### src/hw/rtl/eoq_pkg.sv
// ----------------------------------------------------------------------------
// eoq_pkg
// Types, constants and control words shared by the elevator order queue.
// ----------------------------------------------------------------------------
package eoq_pkg;

    localparam int NUM_FLOORS = 4;
    localparam int FLOOR_W    = $clog2(NUM_FLOORS);
    localparam int CNT_W      = $clog2(NUM_FLOORS + 1);

    typedef logic [FLOOR_W-1:0]    floor_t;
    typedef logic [NUM_FLOORS-1:0] marks_t;
    typedef logic [CNT_W-1:0]      count_t;

    typedef enum logic [1:0] {
        ACT_SCAN  = 2'd0,
        ACT_CLEAR = 2'd1,
        ACT_RESET = 2'd2
    } action_t;

    typedef enum logic [1:0] {
        PH_DOWN = 2'd0,
        PH_UP   = 2'd1,
        PH_CAB  = 2'd2
    } phase_t;

    typedef enum logic [2:0] {
        ST_IDLE      = 3'd0,
        ST_EXEC      = 3'd1,
        ST_SCAN_DOWN = 3'd2,
        ST_SCAN_UP   = 3'd3,
        ST_SCAN_CAB  = 3'd4,
        ST_FINISH    = 3'd5
    } state_t;

    typedef struct packed {
        logic   load_item;
        logic   exec;
        logic   scan_en;
        phase_t phase;
        logic   idx_clear;
        logic   out_load;
    } cmd_t;

    typedef struct packed {
        logic [1:0] action;
        logic       idx_last;
        logic       out_free;
    } status_t;

    typedef struct packed {
        logic   stop_here;
        logic   orders_above;
        logic   orders_below;
        logic   head_valid;
        floor_t head_floor;
        logic   last_valid;
        floor_t last_floor;
        marks_t up_marks;
        marks_t down_marks;
        marks_t cab_marks;
    } result_t;

endpackage

### src/hw/rtl/eoq_ctrl.sv
// ----------------------------------------------------------------------------
// eoq_ctrl
// Sequencer for the order queue: takes a word, runs the action, walks the
// three button sets one floor per cycle and hands the result to the output.
// ----------------------------------------------------------------------------
module eoq_ctrl (
    input  logic             clk,
    input  logic             rst_n,
    input  logic             in_valid,
    output logic             in_ready,
    output eoq_pkg::cmd_t    cmd,
    input  eoq_pkg::status_t status
);

    eoq_pkg::state_t state_reg;
    eoq_pkg::state_t state_next;

    always_ff @(posedge clk or negedge rst_n)
    begin
        if (!rst_n)
        begin
            state_reg <= eoq_pkg::ST_IDLE;
        end
        else
        begin
            state_reg <= state_next;
        end
    end

    always_comb
    begin
        state_next = state_reg;
        unique case (state_reg)
            eoq_pkg::ST_IDLE:
            begin
                if (in_valid)
                begin
                    state_next = eoq_pkg::ST_EXEC;
                end
            end
            eoq_pkg::ST_EXEC:
            begin
                if (status.action == eoq_pkg::ACT_SCAN)
                begin
                    state_next = eoq_pkg::ST_SCAN_DOWN;
                end
                else
                begin
                    state_next = eoq_pkg::ST_FINISH;
                end
            end
            eoq_pkg::ST_SCAN_DOWN:
            begin
                if (status.idx_last)
                begin
                    state_next = eoq_pkg::ST_SCAN_UP;
                end
            end
            eoq_pkg::ST_SCAN_UP:
            begin
                if (status.idx_last)
                begin
                    state_next = eoq_pkg::ST_SCAN_CAB;
                end
            end
            eoq_pkg::ST_SCAN_CAB:
            begin
                if (status.idx_last)
                begin
                    state_next = eoq_pkg::ST_FINISH;
                end
            end
            eoq_pkg::ST_FINISH:
            begin
                if (status.out_free)
                begin
                    state_next = eoq_pkg::ST_IDLE;
                end
            end
            default:
            begin
                state_next = eoq_pkg::ST_IDLE;
            end
        endcase
    end

    always_comb
    begin
        in_ready      = 1'b0;
        cmd.load_item = 1'b0;
        cmd.exec      = 1'b0;
        cmd.scan_en   = 1'b0;
        cmd.phase     = eoq_pkg::PH_DOWN;
        cmd.idx_clear = 1'b0;
        cmd.out_load  = 1'b0;
        unique case (state_reg)
            eoq_pkg::ST_IDLE:
            begin
                in_ready      = 1'b1;
                cmd.load_item = in_valid;
            end
            eoq_pkg::ST_EXEC:
            begin
                cmd.exec      = 1'b1;
                cmd.idx_clear = 1'b1;
            end
            eoq_pkg::ST_SCAN_DOWN:
            begin
                cmd.scan_en   = 1'b1;
                cmd.phase     = eoq_pkg::PH_DOWN;
                cmd.idx_clear = status.idx_last;
            end
            eoq_pkg::ST_SCAN_UP:
            begin
                cmd.scan_en   = 1'b1;
                cmd.phase     = eoq_pkg::PH_UP;
                cmd.idx_clear = status.idx_last;
            end
            eoq_pkg::ST_SCAN_CAB:
            begin
                cmd.scan_en   = 1'b1;
                cmd.phase     = eoq_pkg::PH_CAB;
                cmd.idx_clear = status.idx_last;
            end
            eoq_pkg::ST_FINISH:
            begin
                cmd.out_load = status.out_free;
            end
            default:
            begin
                in_ready = 1'b0;
            end
        endcase
    end

`ifndef NO_ASSERTIONS
    a_load_only_when_free: assert property (@(posedge clk) disable iff (!rst_n)
        cmd.out_load |-> status.out_free)
        else $error("result loaded while the output register is occupied");

    a_scan_follows_exec: assert property (@(posedge clk) disable iff (!rst_n)
        (state_reg == eoq_pkg::ST_EXEC && status.action != eoq_pkg::ACT_SCAN)
        |=> state_reg == eoq_pkg::ST_FINISH)
        else $error("non-scan action did not go straight to finish");
`endif

endmodule

### src/hw/rtl/eoq_datapath.sv
// ----------------------------------------------------------------------------
// eoq_datapath
// Holds the pending marks, the priority list and the last visited floor,
// and forms the result word from the state after each action.
// ----------------------------------------------------------------------------
module eoq_datapath (
    input  logic              clk,
    input  logic              rst_n,
    input  logic [1:0]        action,
    input  logic              at_floor,
    input  eoq_pkg::floor_t   sensor_floor,
    input  eoq_pkg::marks_t   up_buttons,
    input  eoq_pkg::marks_t   down_buttons,
    input  eoq_pkg::marks_t   cab_buttons,
    input  logic              travel_down,
    input  eoq_pkg::cmd_t     cmd,
    output logic [1:0]        act_out,
    output logic              idx_last,
    output eoq_pkg::result_t  result
);

    // Latched word
    logic [1:0]      act_reg;
    logic            at_floor_reg;
    eoq_pkg::floor_t sensor_reg;
    eoq_pkg::marks_t up_btn_reg;
    eoq_pkg::marks_t down_btn_reg;
    eoq_pkg::marks_t cab_btn_reg;
    logic            tdown_reg;

    // Queue state
    eoq_pkg::marks_t up_pending_reg,   up_pending_next;
    eoq_pkg::marks_t down_pending_reg, down_pending_next;
    eoq_pkg::marks_t cab_pending_reg,  cab_pending_next;
    eoq_pkg::floor_t list_reg  [eoq_pkg::NUM_FLOORS];
    eoq_pkg::floor_t list_next [eoq_pkg::NUM_FLOORS];
    eoq_pkg::count_t count_reg, count_next;
    logic            visited_valid_reg, visited_valid_next;
    eoq_pkg::floor_t visited_floor_reg, visited_floor_next;
    eoq_pkg::floor_t idx_reg, idx_next;

    // Working signals
    logic            btn_bit;
    logic            in_list;
    logic            found;
    eoq_pkg::floor_t rm_pos;
    logic            stop;
    logic            above;
    logic            below;
    eoq_pkg::floor_t sf;

    always_ff @(posedge clk)
    begin
        if (cmd.load_item)
        begin
            act_reg      <= action;
            at_floor_reg <= at_floor;
            sensor_reg   <= sensor_floor;
            up_btn_reg   <= up_buttons;
            down_btn_reg <= down_buttons;
            cab_btn_reg  <= cab_buttons;
            tdown_reg    <= travel_down;
        end
    end

    always_ff @(posedge clk)
    begin
        for (int i = 0; i < eoq_pkg::NUM_FLOORS; i++)
        begin
            list_reg[i] <= list_next[i];
        end
    end

    always_ff @(posedge clk or negedge rst_n)
    begin
        if (!rst_n)
        begin
            up_pending_reg    <= '0;
            down_pending_reg  <= '0;
            cab_pending_reg   <= '0;
            count_reg         <= '0;
            visited_valid_reg <= 1'b0;
            visited_floor_reg <= '0;
            idx_reg           <= '0;
        end
        else
        begin
            up_pending_reg    <= up_pending_next;
            down_pending_reg  <= down_pending_next;
            cab_pending_reg   <= cab_pending_next;
            count_reg         <= count_next;
            visited_valid_reg <= visited_valid_next;
            visited_floor_reg <= visited_floor_next;
            idx_reg           <= idx_next;
        end
    end

    // Button bit under the scan index; the bottom floor has no down call and
    // the top floor no up call.
    always_comb
    begin
        btn_bit = 1'b0;
        case (cmd.phase)
            eoq_pkg::PH_DOWN: btn_bit = down_btn_reg[idx_reg] && (idx_reg != '0);
            eoq_pkg::PH_UP:   btn_bit = up_btn_reg[idx_reg] &&
                                  (idx_reg != eoq_pkg::FLOOR_W'(eoq_pkg::NUM_FLOORS - 1));
            eoq_pkg::PH_CAB:  btn_bit = cab_btn_reg[idx_reg];
            default:          btn_bit = 1'b0;
        endcase
    end

    always_comb
    begin
        in_list = 1'b0;
        found   = 1'b0;
        rm_pos  = '0;
        for (int i = 0; i < eoq_pkg::NUM_FLOORS; i++)
        begin
            if (eoq_pkg::CNT_W'(i) < count_reg && list_reg[i] == idx_reg)
            begin
                in_list = 1'b1;
            end
            if (!found && eoq_pkg::CNT_W'(i) < count_reg &&
                list_reg[i] == visited_floor_reg)
            begin
                found  = 1'b1;
                rm_pos = eoq_pkg::FLOOR_W'(i);
            end
        end
    end

    always_comb
    begin
        up_pending_next    = up_pending_reg;
        down_pending_next  = down_pending_reg;
        cab_pending_next   = cab_pending_reg;
        count_next         = count_reg;
        visited_valid_next = visited_valid_reg;
        visited_floor_next = visited_floor_reg;
        for (int i = 0; i < eoq_pkg::NUM_FLOORS; i++)
        begin
            list_next[i] = list_reg[i];
        end

        if (cmd.idx_clear)
        begin
            idx_next = '0;
        end
        else if (cmd.scan_en)
        begin
            idx_next = idx_reg + 1'b1;
        end
        else
        begin
            idx_next = idx_reg;
        end

        if (cmd.exec)
        begin
            case (act_reg)
                eoq_pkg::ACT_SCAN:
                begin
                    if (at_floor_reg)
                    begin
                        visited_valid_next = 1'b1;
                        visited_floor_next = sensor_reg;
                    end
                end
                eoq_pkg::ACT_CLEAR:
                begin
                    if (visited_valid_reg)
                    begin
                        up_pending_next[visited_floor_reg]   = 1'b0;
                        down_pending_next[visited_floor_reg] = 1'b0;
                        cab_pending_next[visited_floor_reg]  = 1'b0;
                        if (found)
                        begin
                            for (int j = 0; j < eoq_pkg::NUM_FLOORS - 1; j++)
                            begin
                                if (eoq_pkg::FLOOR_W'(j) >= rm_pos)
                                begin
                                    list_next[j] = list_reg[j + 1];
                                end
                            end
                            count_next = count_reg - 1'b1;
                        end
                    end
                end
                eoq_pkg::ACT_RESET:
                begin
                    up_pending_next   = '0;
                    down_pending_next = '0;
                    cab_pending_next  = '0;
                    count_next        = '0;
                end
                default:
                begin
                    count_next = count_reg;
                end
            endcase
        end

        if (cmd.scan_en && btn_bit)
        begin
            case (cmd.phase)
                eoq_pkg::PH_DOWN: down_pending_next[idx_reg] = 1'b1;
                eoq_pkg::PH_UP:   up_pending_next[idx_reg]   = 1'b1;
                default:          cab_pending_next[idx_reg]  = 1'b1;
            endcase
            if (!in_list && count_reg < eoq_pkg::CNT_W'(eoq_pkg::NUM_FLOORS))
            begin
                list_next[count_reg[eoq_pkg::FLOOR_W-1:0]] = idx_reg;
                count_next = count_reg + 1'b1;
            end
        end
    end

    // Result from the current state and the latched sensor and direction.
    always_comb
    begin
        sf    = sensor_reg;
        stop  = 1'b0;
        above = 1'b0;
        below = 1'b0;
        if (at_floor_reg)
        begin
            stop = (count_reg != '0 && list_reg[0] == sf) || cab_pending_reg[sf] ||
                   (tdown_reg ? down_pending_reg[sf] : up_pending_reg[sf]);
        end
        for (int i = 0; i < eoq_pkg::NUM_FLOORS; i++)
        begin
            if (eoq_pkg::CNT_W'(i) < count_reg)
            begin
                if (!visited_valid_reg)
                begin
                    above = 1'b1;
                end
                else
                begin
                    if (list_reg[i] > visited_floor_reg)
                    begin
                        above = 1'b1;
                    end
                    if (list_reg[i] < visited_floor_reg)
                    begin
                        below = 1'b1;
                    end
                end
            end
        end
    end

    assign result.stop_here    = stop;
    assign result.orders_above = above;
    assign result.orders_below = below;
    assign result.head_valid   = (count_reg != '0);
    assign result.head_floor   = (count_reg != '0) ? list_reg[0] : '0;
    assign result.last_valid   = visited_valid_reg;
    assign result.last_floor   = visited_floor_reg;
    assign result.up_marks     = up_pending_reg;
    assign result.down_marks   = down_pending_reg;
    assign result.cab_marks    = cab_pending_reg;

    assign act_out  = act_reg;
    assign idx_last = (idx_reg == eoq_pkg::FLOOR_W'(eoq_pkg::NUM_FLOORS - 1));

`ifndef NO_ASSERTIONS
    a_count_bound: assert property (@(posedge clk) disable iff (!rst_n)
        count_reg <= eoq_pkg::CNT_W'(eoq_pkg::NUM_FLOORS))
        else $error("priority list count beyond the number of floors");

    a_head_distinct: assert property (@(posedge clk) disable iff (!rst_n)
        (count_reg >= eoq_pkg::CNT_W'(2)) |-> (list_reg[0] != list_reg[1]))
        else $error("priority list holds the same floor twice");

    a_clear_marks: assert property (@(posedge clk) disable iff (!rst_n)
        (cmd.exec && act_reg == eoq_pkg::ACT_CLEAR && visited_valid_reg) |=>
        (!up_pending_reg[visited_floor_reg] && !down_pending_reg[visited_floor_reg] &&
         !cab_pending_reg[visited_floor_reg]))
        else $error("clear left marks at the last floor");
`endif

endmodule

### src/hw/rtl/elevator_order_queue.sv
// ----------------------------------------------------------------------------
// elevator_order_queue
// Pending elevator calls with a first-come list of distinct floors.
//
//   channel | handshake          | payload
//   --------+--------------------+-------------------------------------------
//   in      | in_valid, in_ready | action, at_floor, sensor_floor, buttons,
//           |                    | travel_down
//   out     | out_valid,         | stop_here, orders_above/below, head,
//           | out_ready          | last floor, up/down/cab marks
//
// A scan word runs the action, walks the three button sets floor by floor
// and then loads the result register. Clear, reset and unused codes run the
// action and go straight to loading the result. The sequencer then returns
// to idle before it takes the next word.
// One word is in work at a time; the result register lets the next word be
// accepted while a result still waits for out_ready, but a finished word
// stalls in the last step until that register is free.
// Reset empties marks and list and forgets the last floor; no clearing pass.
// ----------------------------------------------------------------------------
module elevator_order_queue (
    input  logic            clk,
    input  logic            rst_n,
    input  logic            in_valid,
    output logic            in_ready,
    input  logic [1:0]      action,
    input  logic            at_floor,
    input  eoq_pkg::floor_t sensor_floor,
    input  eoq_pkg::marks_t up_buttons,
    input  eoq_pkg::marks_t down_buttons,
    input  eoq_pkg::marks_t cab_buttons,
    input  logic            travel_down,
    output logic            out_valid,
    input  logic            out_ready,
    output logic            stop_here,
    output logic            orders_above,
    output logic            orders_below,
    output logic            head_valid,
    output eoq_pkg::floor_t head_floor,
    output logic            last_valid,
    output eoq_pkg::floor_t last_floor,
    output eoq_pkg::marks_t up_marks,
    output eoq_pkg::marks_t down_marks,
    output eoq_pkg::marks_t cab_marks
);

    eoq_pkg::cmd_t    cmd;
    eoq_pkg::status_t status;
    eoq_pkg::result_t result;
    eoq_pkg::result_t res_reg;
    logic             out_valid_reg, out_valid_next;
    logic [1:0]       act_q;
    logic             idx_last;

    eoq_ctrl u_ctrl (
        .clk      (clk),
        .rst_n    (rst_n),
        .in_valid (in_valid),
        .in_ready (in_ready),
        .cmd      (cmd),
        .status   (status)
    );

    eoq_datapath u_datapath (
        .clk          (clk),
        .rst_n        (rst_n),
        .action       (action),
        .at_floor     (at_floor),
        .sensor_floor (sensor_floor),
        .up_buttons   (up_buttons),
        .down_buttons (down_buttons),
        .cab_buttons  (cab_buttons),
        .travel_down  (travel_down),
        .cmd          (cmd),
        .act_out      (act_q),
        .idx_last     (idx_last),
        .result       (result)
    );

    assign status.action   = act_q;
    assign status.idx_last = idx_last;
    assign status.out_free = !out_valid_reg || out_ready;

    always_comb
    begin
        if (cmd.out_load)
        begin
            out_valid_next = 1'b1;
        end
        else if (out_ready)
        begin
            out_valid_next = 1'b0;
        end
        else
        begin
            out_valid_next = out_valid_reg;
        end
    end

    always_ff @(posedge clk or negedge rst_n)
    begin
        if (!rst_n)
        begin
            out_valid_reg <= 1'b0;
        end
        else
        begin
            out_valid_reg <= out_valid_next;
        end
    end

    always_ff @(posedge clk)
    begin
        if (cmd.out_load)
        begin
            res_reg <= result;
        end
    end

    assign out_valid    = out_valid_reg;
    assign stop_here    = res_reg.stop_here;
    assign orders_above = res_reg.orders_above;
    assign orders_below = res_reg.orders_below;
    assign head_valid   = res_reg.head_valid;
    assign head_floor   = res_reg.head_floor;
    assign last_valid   = res_reg.last_valid;
    assign last_floor   = res_reg.last_floor;
    assign up_marks     = res_reg.up_marks;
    assign down_marks   = res_reg.down_marks;
    assign cab_marks    = res_reg.cab_marks;

endmodule

### config.mk
export PLATFORM = sky130hd
export DESIGN_NAME = elevator_order_queue
export DESIGN_NICKNAME = d
export VERILOG_FILES = /design/src/hw/rtl/eoq_pkg.sv /design/src/hw/rtl/eoq_ctrl.sv /design/src/hw/rtl/eoq_datapath.sv /design/src/hw/rtl/elevator_order_queue.sv
export SDC_FILE = /design/constraint.sdc
export NUM_CORES = 1
export LEC_CHECK = 0
export ABC_AREA = 0
export BUFFER_PORTS_ARGS = -buffer_cell sky130_fd_sc_hd__buf_2
export CORE_ASPECT_RATIO = 1.5
export CORE_MARGIN = 3
export CORE_UTILIZATION = 58
export DETAILED_ROUTE_END_ITERATION = 6
export PLACE_DENSITY = 0.82
export REMOVE_ABC_BUFFERS = 1
export SLEW_MARGIN = 20
export SYNTH_ARGS = -nofsm -noshare
export SYNTH_HDL_FRONTEND = slang
export SYNTH_SLANG_ARGS = --single-unit
### constraint.sdc
create_clock -name clk -period 2.5 [get_ports clk]
set_clock_uncertainty 0.1 [all_clocks]
set_input_delay 0.375 -clock clk [delete_from_list [all_inputs] [get_ports clk]]
set_output_delay 0.375 -clock clk [all_outputs]
set_load 0.005 [all_outputs]
==> results.sh, run 1 <==
export IMPL_dr_pass1_iters=4
export IMPL_path_max_fanout=8
export IMPL_area_growth_pct=15.05
export IMPL_required_ns=2.68
export IMPL_numPortBuffers=44
export IMPL_crit_type="reg -> reg"
export IMPL_cts_buffers=9
export IMPL_cts_max_level=3
export IMPL_drv_cap=0
export IMPL_vias=2381
export IMPL_grt_max_degree=25
export IMPL_seq_area_frac_synth=0.5552
export IMPL_post_cts_resized=0
export IMPL_slew_viol_final=0
export IMPL_crit_path_end_kind="register"
export IMPL_cts_max_path_buffers=2
export IMPL_dpl_cell_area_um2=3849
export IMPL_clkTransAtPathRegs_ns=0.09
export IMPL_worstMarginPinSlew_ns=0.5752
export IMPL_gr_usage_all_layers=0.2165
export IMPL_clock_sinks=71
export IMPL_post_drt_wl_per_cell_um=16.91
export IMPL_yosysWarnings=0
export IMPL_netlist_area_um2=3516
export IMPL_cts_root_buf="clkbuf_8"
export IMPL_power_density_nw_per_um2=1301
export IMPL_setup_viol=0
export IMPL_cp_start_kind="register"
export IMPL_route_antenna_remaining_nets=0
export IMPL_synth_avg_cell_area_um2=12.29
export IMPL_power_leakage_nw=1.743
export IMPL_synth_edf_count=41
export IMPL_core_um2=5828
export IMPL_rows=34
export IMPL_design_area_um2=4045
export IMPL_crit_path_max_incr_delay_ns=0.54
export IMPL_ys_async_sr_fraction=0.3380
export IMPL_io_pins=45
export IMPL_clk_latency_ns=0.36
export IMPL_nets=382
export IMPL_min_period_ns=2.276
export IMPL_cp_top_family="multiplexers"
export IMPL_cts_tree="built"
export IMPL_grt_pass1_vias=2406
export IMPL_synth_ff_type="edfxtp_1"
export IMPL_synth_distinct_cells=55
export IMPL_netlist_instances=286
export IMPL_drt_total_wl_um=7069
export IMPL_path_cells="mux4_2, nor4b_4, a311o_1, and2_4, nand2_2, mux2i_1"
export IMPL_drc=0
export IMPL_fin_tns_setup_ns=0
export IMPL_insertedDiodeCount=0
export IMPL_die_height_um=101.4
export IMPL_max_freq_mhz=439.4
export IMPL_hold_viol=0
export IMPL_worst_path_buf_inv=0
export IMPL_antenna_found_initial=0
export IMPL_ys_ff_latch=71
export IMPL_drive_above_1_share=0.2543
export IMPL_die_area_um2=7051
export IMPL_grt_setup_unrepaired="false"
export IMPL_die_x_um=69.57
export IMPL_vdd_ir_drop_max_mv=0.6905
export IMPL_outcome="finished, final reports clean"
export IMPL_grt_pass1_wl_um=11610
export IMPL_largest_reg_flops=6
export IMPL_grt_overflow_total=0
export IMPL_slew_headroom=0.6165
export IMPL_cp_slowest_cell="mux4_2"
export IMPL_viasPerCell=5.696
export IMPL_initial_core_util=0.6033
export IMPL_fin_crit_sh=0.9102
export IMPL_arrival_ns=2.45
export IMPL_place_hpwl_um=5395
export IMPL_hp_class="in -> reg"
export IMPL_drtIter0Drc=143
export IMPL_gp_congestion=0.9099
export IMPL_post_cts_buffers=0
export IMPL_ctsHoldBuffers=1
## area by class of cell
| cell class | count | area, µm² |
|---|---|---|
| clock buffer | 9 | 123.9 |
| clock inverter | 7 | 62.56 |
| fill | 428 | 1783 |
| inverter | 21 | 78.83 |
| multi-input combinational | 183 | 1433 |
| sequential | 71 | 1952 |
| tap | 72 | 90.09 |
| timing repair buffer | 55 | 305.3 |
## stage by stage
stage / setup WS [ns] / util / hold slack, ns / power (mW) / cells
final: 0.2244 / 0.6941 / 0.08926 / 5.262 / 418
after global routing: 0.09676 / 0.6941 / 0.07919 / 5.638 / 418
after CTS: 0.2023 / 0.6941 / 0.07786 / 5.277 / 418
after detailed placement: 0.2190 / 0.6604 / 0.2975 / 4.408 / 401
after global placement: 0.2669 / 0.6604 / 0.2935 / 4.295 / 401
after floorplan: 0.2454 / - / -0.02059 / 3.645 / 275
## placed cells by master, fill, tap and decap left out, types with 2 or more instances in the layout
master and instances:
a21oi_1 15, a221oi_1 2, a22o_1 10, a31oi_1 3
and2_1 3, buf_2 44, buf_4 10, clkbuf_8 9
clkinv_4 2, dfrtp_1 24, dfxtp_1 6, edfxtp_1 41
ha_1 19, inv_1 20, inv_6 3, mux2_2 2
mux2i_1 14, mux4_2 6, nand2_1 21, nand2_2 3
nand2b_1 3, nor2_1 14, nor2b_1 7, nor3_1 8
nor3b_1 2, o21ai_0 9, o21ai_1 4, or2_1 2
xnor2_1 4, xor2_1 6
## worst reg2reg max path: stages, from the launching register on
cell and delay [ns]:
dfrtp_1 0.53, mux4_2 0.54, nor4b_4 0.16, a311o_1 0.40, and2_4 0.19, nand2_2 0.09
mux2i_1 0.19
## cells by family (layout without fill, tap and decap cells)
| logic type | Yosys count | count (layout) | synth area share |
|---|---|---|---|
| AOI/OAI and AO/OA | 58 | 58 | 0.1121 |
| and+or+nand+nor | 73 | 73 | 0.1153 |
| xor gates and xnor gates | 10 | 10 | 0.02491 |
| buffers and inverters | 32 | 92 | 0.03736 |
| adders and majority gates | 20 | 20 | 0.07046 |
| muxes | 22 | 22 | 0.08470 |
| DFF | 71 | 71 | 0.5552 |
## power by group
group / internal, mW / switching (mW) / total [mW]
Clock: 0.380 / 0.486 / 0.866
Sequential: 1.71 / 0.363 / 2.08
Combinational: 1.04 / 1.27 / 2.32
## final timing paths
| kind | from | endpoint | slack, ns | cells past startpoint |
|---|---|---|---|---|
| max in group asynchronous | rst_n | u_datapath.visited_floor_reg[1]$_DFFE_PN0P_ | 1.46 | 2 |
| setup / recovery | u_datapath.idx_reg[0]$_DFFE_PN0P_ | u_datapath.list_reg[2][1]$_DFF_P_ | 0.22 | 6 |
| hold / removal | up_buttons[1] | u_datapath.up_btn_reg[1]$_DFFE_PP_ | 0.09 | 1 |
| hold reg to reg | u_datapath.down_pending_reg[2]$_DFF_PN0_ | down_marks[2]$_DFFE_PP_ | 0.39 | 0 |
| min in group asynchronous | rst_n | u_datapath.up_pending_reg[3]$_DFF_PN0_ | 0.44 | 2 |
| setup reg to reg | u_datapath.idx_reg[0]$_DFFE_PN0P_ | u_datapath.list_reg[2][1]$_DFF_P_ | 0.22 | 6 |
## Yosys cell counts (all sizes together), types with 2 or more instances
cell / n / area (µm²)
nor2: 14 / 52.55
inv: 21 / 78.82
nor3: 8 / 40.04
a31oi: 3 / 18.77
ha: 19 / 237.7
a21oi: 16 / 83.83
o21ai: 13 / 65.06
a22o: 10 / 87.58
nor4: 2 / 27.53
dfrtp: 24 / 600.6
buf: 4 / 26.27
mux2: 2 / 22.52
a21boi: 2 / 15.02
mux4: 6 / 135.1
a221oi: 2 / 17.52
dfxtp: 6 / 120.1
nand2: 24 / 97.60
clkbuf: 7 / 26.28
or2: 2 / 12.51
xnor2: 4 / 35.03
nor3b: 2 / 15.01
edfxtp: 41 / 1231
xor2: 6 / 52.55
nand2b: 3 / 18.77
nor2b: 7 / 43.79
and2: 4 / 27.53
mux2i: 14 / 140.1
## routing by layer
metal / GRT usage / part of all wire
met5: 0 / 0
met4: 0.08421 / 0.018
met3: 0.04767 / 0.049
met2: 0.3875 / 0.54
met1: 0.2540 / 0.39
(Power assumes the default switching activity.)
==> run 2: changes to the inputs <==
--- a/config.mk
+++ b/config.mk
@@ -12,6 +12,7 @@
 export CORE_UTILIZATION = 58
 export DETAILED_ROUTE_END_ITERATION = 6
 export PLACE_DENSITY = 0.82
+export RECOVER_POWER = 50
 export REMOVE_ABC_BUFFERS = 1
 export SLEW_MARGIN = 20
 export SYNTH_ARGS = -nofsm -noshare
==> results.sh, run 2 (synthesis gave the netlist of run 1 again) <==
export IMPL_setup_viol=0
export IMPL_path_max_fanout=8
export IMPL_fin_tns_setup_ns=0
export IMPL_cp_top_family="multiplexers"
export IMPL_grt_pass1_vias=2406
export IMPL_initial_core_util=0.6033
export IMPL_dr_pass1_iters=4
export IMPL_crit_type="reg -> reg"
export IMPL_drv_cap=0
export IMPL_fin_crit_sh=0.9090
export IMPL_grt_max_degree=25
export IMPL_crit_path_end="u_datapath.list_reg[2][1]$_DFF_P_"
export IMPL_insertedDiodeCount=0
export IMPL_drt_total_wl_um=7065
export IMPL_rows=34
export IMPL_p_total_mw=5.246
export IMPL_dp_cells=401
export IMPL_fin_hold_ws_ns=0.08876
export IMPL_clock_sinks=71
export IMPL_grt_setup_unrepaired="false"
export IMPL_clkTransAtPathRegs_ns=0.09
export IMPL_final_core_util=0.6915
export IMPL_crit_path_max_incr_delay_ns=0.54
export IMPL_cp_slowest_cell="mux4_2"
export IMPL_die_height_um=101.4
export IMPL_drc=0
export IMPL_startpoint="u_datapath.idx_reg[0]$_DFFE_PN0P_"
export IMPL_grt_pass1_wl_um=11610
export IMPL_worst_path_buf_inv=0
export IMPL_rrSetupSlack_ns=0.23
export IMPL_die_x_um=69.57
export IMPL_route_antenna_remaining_nets=0
export IMPL_min_period_ns=2.272
export IMPL_post_drt_wl_per_cell_um=16.90
export IMPL_hp_class="in -> reg"
export IMPL_core_um2=5828
export IMPL_area_growth_pct=14.63
export IMPL_slew_viol_final=0
export IMPL_gp_congestion=0.9099
export IMPL_reg2regPathDepth=6
export IMPL_hold_viol=0
export IMPL_drtIter0Drc=156
export IMPL_vias=2376
export IMPL_clk_latency_ns=0.35
export IMPL_power_leakage_nw=1.713
export IMPL_cts_max_path_buffers=2
export IMPL_layout_common_cells="41 x edfxtp_1, 35 x buf_2, 24 x dfrtp_1"
export IMPL_power_density_nw_per_um2=1302
export IMPL_max_freq_mhz=440.1
export IMPL_drive_above_1_share=0.2254
export IMPL_grt_overflow_total=0
export IMPL_fillers=429
export IMPL_crit_path_end_kind="register"
export IMPL_largest_reg_flops=6
export IMPL_cts_max_level=3
export IMPL_post_cts_buffers=0
export IMPL_path_cells="mux4_2, nor4b_4, a311o_1, and2_4, nand2_2, mux2i_1"
export IMPL_required_ns=2.68
export IMPL_numPortBuffers=44
export IMPL_viasPerCell=5.684
export IMPL_arrival_ns=2.45
export IMPL_fin_cells=418
export IMPL_reg2reg_to="u_datapath.list_reg[2][1]$_DFF_P_"
export IMPL_cp_start_kind="register"
export IMPL_critical_path_depth=6
export IMPL_outcome="finished, final reports clean"
export IMPL_worstMarginPinSlew_ns=1.377
export IMPL_cts_root_buf="clkbuf_8"
export IMPL_slew_headroom=0.08183
export IMPL_cts_tree="built"
export IMPL_gr_usage_all_layers=0.2165
export IMPL_place_hpwl_um=5395
export IMPL_cts_buffers=9
export IMPL_vdd_ir_drop_max_mv=0.6891
export IMPL_r2r_start="u_datapath.idx_reg[0]$_DFFE_PN0P_"
export IMPL_io_pins=45
export IMPL_final_common_cell="edfxtp_1"
export IMPL_nets=382
export IMPL_die_area_um2=7051
export IMPL_antenna_found_initial=0
-- run 2: changes by cell type in the layout (fill, tap and decap cells not counted) --
cell and change:
buf_4 -1, clkbuf_1 +10, buf_2 -9
-- run 2: worst register-to-register path: stages (launching register included) --
cell	delay, ns
dfrtp_1	0.53
mux4_2	0.54
nor4b_4	0.16
a311o_1	0.40
and2_4	0.19
nand2_2	0.09
mux2i_1	0.19
-- run 2: worst min path at each step --
| stage | startpoint | to | depth (start not counted) |
|---|---|---|---|
| final | up_buttons[1] | u_datapath.up_btn_reg[1]$_DFFE_PP_ | 1 |
| after global routing | up_buttons[2] | u_datapath.up_btn_reg[2]$_DFFE_PP_ | 1 |
| after CTS | up_buttons[1] | u_datapath.up_btn_reg[1]$_DFFE_PP_ | 1 |
| after detailed placement | rst_n | u_datapath.up_pending_reg[3]$_DFF_PN0_ | 1 |
| after global placement | rst_n | out_valid$_DFFE_PN0P_ | 1 |
| after floorplan | rst_n | out_valid$_DFFE_PN0P_ | 0 |
-- run 2: report_power, final --
part	internal [mW]	switching (mW)	leakage (nW)	total [mW]
logic	1.03	1.27	0.877	2.30
registers	1.71	0.364	0.743	2.08
clock network	0.380	0.486	0.0927	0.866
-- run 2: cell type report --
cell class	count	area, µm²	area share
Clock inverter	7	62.56	0.01552
Multi-Input combinational cell	183	1433	0.3555
Tap cell	72	90.09	0.02235
Inverter	21	78.83	0.01956
Sequential cell	71	1952	0.4843
Timing Repair Buffer	55	290.3	0.07203
Clock buffer	9	123.9	0.03074
-- run 2: timing repair --
item	4_1_cts	5_1_grt
endpoints found under the hold margin	24	0
hold buffers	1	0
gates resized for setup	0	0
-- run 2: layer usage --
layer,global-route usage,share of wire
met4,0.08421,0.018
met1,0.2540,0.40
met2,0.3875,0.54
met3,0.04767,0.046
met5,0,0
-- run 2: metrics by stage --
stage          worst slack (ns)  cell area [µm²]
5_1_grt                 0.06704             4030
3_5_place_dp             0.2190             3849
3_3_place_gp             0.2669             3849
6_report                 0.2276             4030
2_1_floorplan            0.2454             3463
4_1_cts                  0.2023             4045
==> run 3: changes to the inputs <==
--- a/config.mk
+++ b/config.mk
@@ -8,7 +8,7 @@
 export ABC_AREA = 0
 export BUFFER_PORTS_ARGS = -buffer_cell sky130_fd_sc_hd__buf_2
 export CORE_ASPECT_RATIO = 1.5
-export CORE_MARGIN = 3
+export CORE_MARGIN = 2
 export CORE_UTILIZATION = 58
 export DETAILED_ROUTE_END_ITERATION = 6
 export PLACE_DENSITY = 0.82
==> results.sh, run 3 (synthesis gave the netlist of run 1 again) <==
export IMPL_crit_path_max_incr_delay_ns=0.56
export IMPL_core_um2=5828
export IMPL_outcome="finished, final reports clean"
export IMPL_min_period_ns=2.335
export IMPL_layout_common_cells="41 x edfxtp_1, 33 x buf_2, 24 x dfrtp_1"
export IMPL_drv_cap=0
export IMPL_drc=0
export IMPL_die_x_um=67.57
export IMPL_post_cts_resized=0
export IMPL_drtIter0Drc=232
export IMPL_insertedDiodeCount=0
export IMPL_setup_slack_ns=0.1647
export IMPL_gr_usage_all_layers=0.2393
export IMPL_initial_core_util=0.6033
export IMPL_drive_above_1_share=0.2203
export IMPL_route_antenna_remaining_nets=0
export IMPL_hp_class="in -> reg"
export IMPL_max_freq_mhz=428.2
export IMPL_cp_slowest_cell="mux4_2"
export IMPL_required_ns=2.67
export IMPL_nets=381
export IMPL_grt_pass1_vias=2373
export IMPL_dr_pass1_iters=4
export IMPL_place_hpwl_um=5336
export IMPL_cp_top_family="multiplexers"
export IMPL_grt_pass1_wl_um=11560
export IMPL_largest_reg_flops=6
export IMPL_fin_tns_setup_ns=0
export IMPL_die_area_um2=6713
export IMPL_cts_tree="built"
export IMPL_vias=2391
export IMPL_cts_max_path_buffers=2
export IMPL_cts_max_level=3
export IMPL_die_height_um=99.36
export IMPL_p_total_mw=5.187
export IMPL_arrival_ns=2.50
export IMPL_power_leakage_nw=1.700
export IMPL_grt_overflow_total=0
export IMPL_path_max_fanout=8
export IMPL_rows=34
export IMPL_numPortBuffers=44
export IMPL_power_density_nw_per_um2=1291
export IMPL_grt_max_degree=25
export IMPL_fin_hold_ws_ns=0.08849
export IMPL_final_common_cell="edfxtp_1"
export IMPL_clkTransAtPathRegs_ns=0.08
export IMPL_viasPerCell=5.734
export IMPL_slew_viol_final=0
export IMPL_worstMarginPinSlew_ns=1.384
export IMPL_grt_setup_unrepaired="false"
export IMPL_gp_congestion=0.8864
export IMPL_crit_path_end_kind="register"
export IMPL_setup_viol=0
export IMPL_drt_total_wl_um=6945
export IMPL_post_drt_wl_per_cell_um=16.65
export IMPL_cp_start_kind="register"
export IMPL_cts_buffers=9
export IMPL_worst_path_buf_inv=0
export IMPL_dp_slack_ns=0.2154
export IMPL_clock_sinks=71
export IMPL_crit_type="reg -> reg"
export IMPL_vdd_ir_drop_max_mv=0.6706
export IMPL_clk_latency_ns=0.36
export IMPL_io_pins=45
export IMPL_slew_headroom=0.07760
export IMPL_cts_root_buf="clkbuf_8"
export IMPL_fin_crit_sh=0.9341
export IMPL_hold_viol=0
export IMPL_antenna_found_initial=0
export IMPL_path_cells="mux4_2, nor4b_4, a311o_1, and2_4, nand2_2, mux2i_1"
export IMPL_area_growth_pct=14.23
[run 3: per-stage QoR]
stage                 util  instance area [µm²]  std cells
floorplan                -                 3463        275
global placement    0.6591                 3841        400
CTS                 0.6915                 4030        417
detailed placement  0.6591                 3841        400
finish              0.6891                 4016        417
global route        0.6891                 4016        417
[run 3: cell type report]
cell class	instances	area, µm²
clock inverter	7	55.05
timing repair buffer	54	284.0
clock buffer	9	123.9
fill	434	1812
inverter	21	78.83
multi-input combinational	183	1433
sequential	71	1952
tap	72	90.09
[run 3: repair_timing]
action,4_1_cts,5_1_grt
hold buffers,1,0
buffers inserted,0,0
endpoints found under the hold margin,24,0
[run 3: routing by layer]
metal	wire, µm	GRT usage
met5	0	0
met3	416	0.05995
met4	179	0.09733
met2	3608	0.3982
met1	2741	0.2916
[run 3: report_power, final]
part           total (mW)  switching [mW]  internal, mW  leakage (nW)
sequential           2.09           0.377          1.71         0.743
clock               0.828           0.461         0.367        0.0862
combinational        2.27            1.25          1.02         0.870
total                5.19            2.09          3.10          1.70
[run 3: path summary, 6_finish.rpt]
check	from	end	slack (ns)	cells after the start
max	u_datapath.idx_reg[0]$_DFFE_PN0P_	u_datapath.list_reg[0][0]$_DFF_P_	0.16	6
max in group asynchronous	rst_n	u_datapath.visited_valid_reg$_DFFE_PN0P_	0.72	2
min reg2reg	u_datapath.down_pending_reg[0]$_DFF_PN0_	down_marks[0]$_DFFE_PP_	0.39	0
max reg2reg	u_datapath.idx_reg[0]$_DFFE_PN0P_	u_datapath.list_reg[0][0]$_DFF_P_	0.16	6
min in group asynchronous	rst_n	u_datapath.up_pending_reg[3]$_DFF_PN0_	0.75	2
min	sensor_floor[0]	u_datapath.sensor_reg[0]$_DFFE_PP_	0.09	1
[run 3: worst reg2reg max path, delay by kind of cell (launching register included)]
| family | cells | cell delay [ns] |
|---|---|---|
| AOI/OAI and AO/OA | 1 | 0.40 |
| DFF | 1 | 0.54 |
| muxes | 2 | 0.78 |
| and+or+nand+nor | 3 | 0.44 |
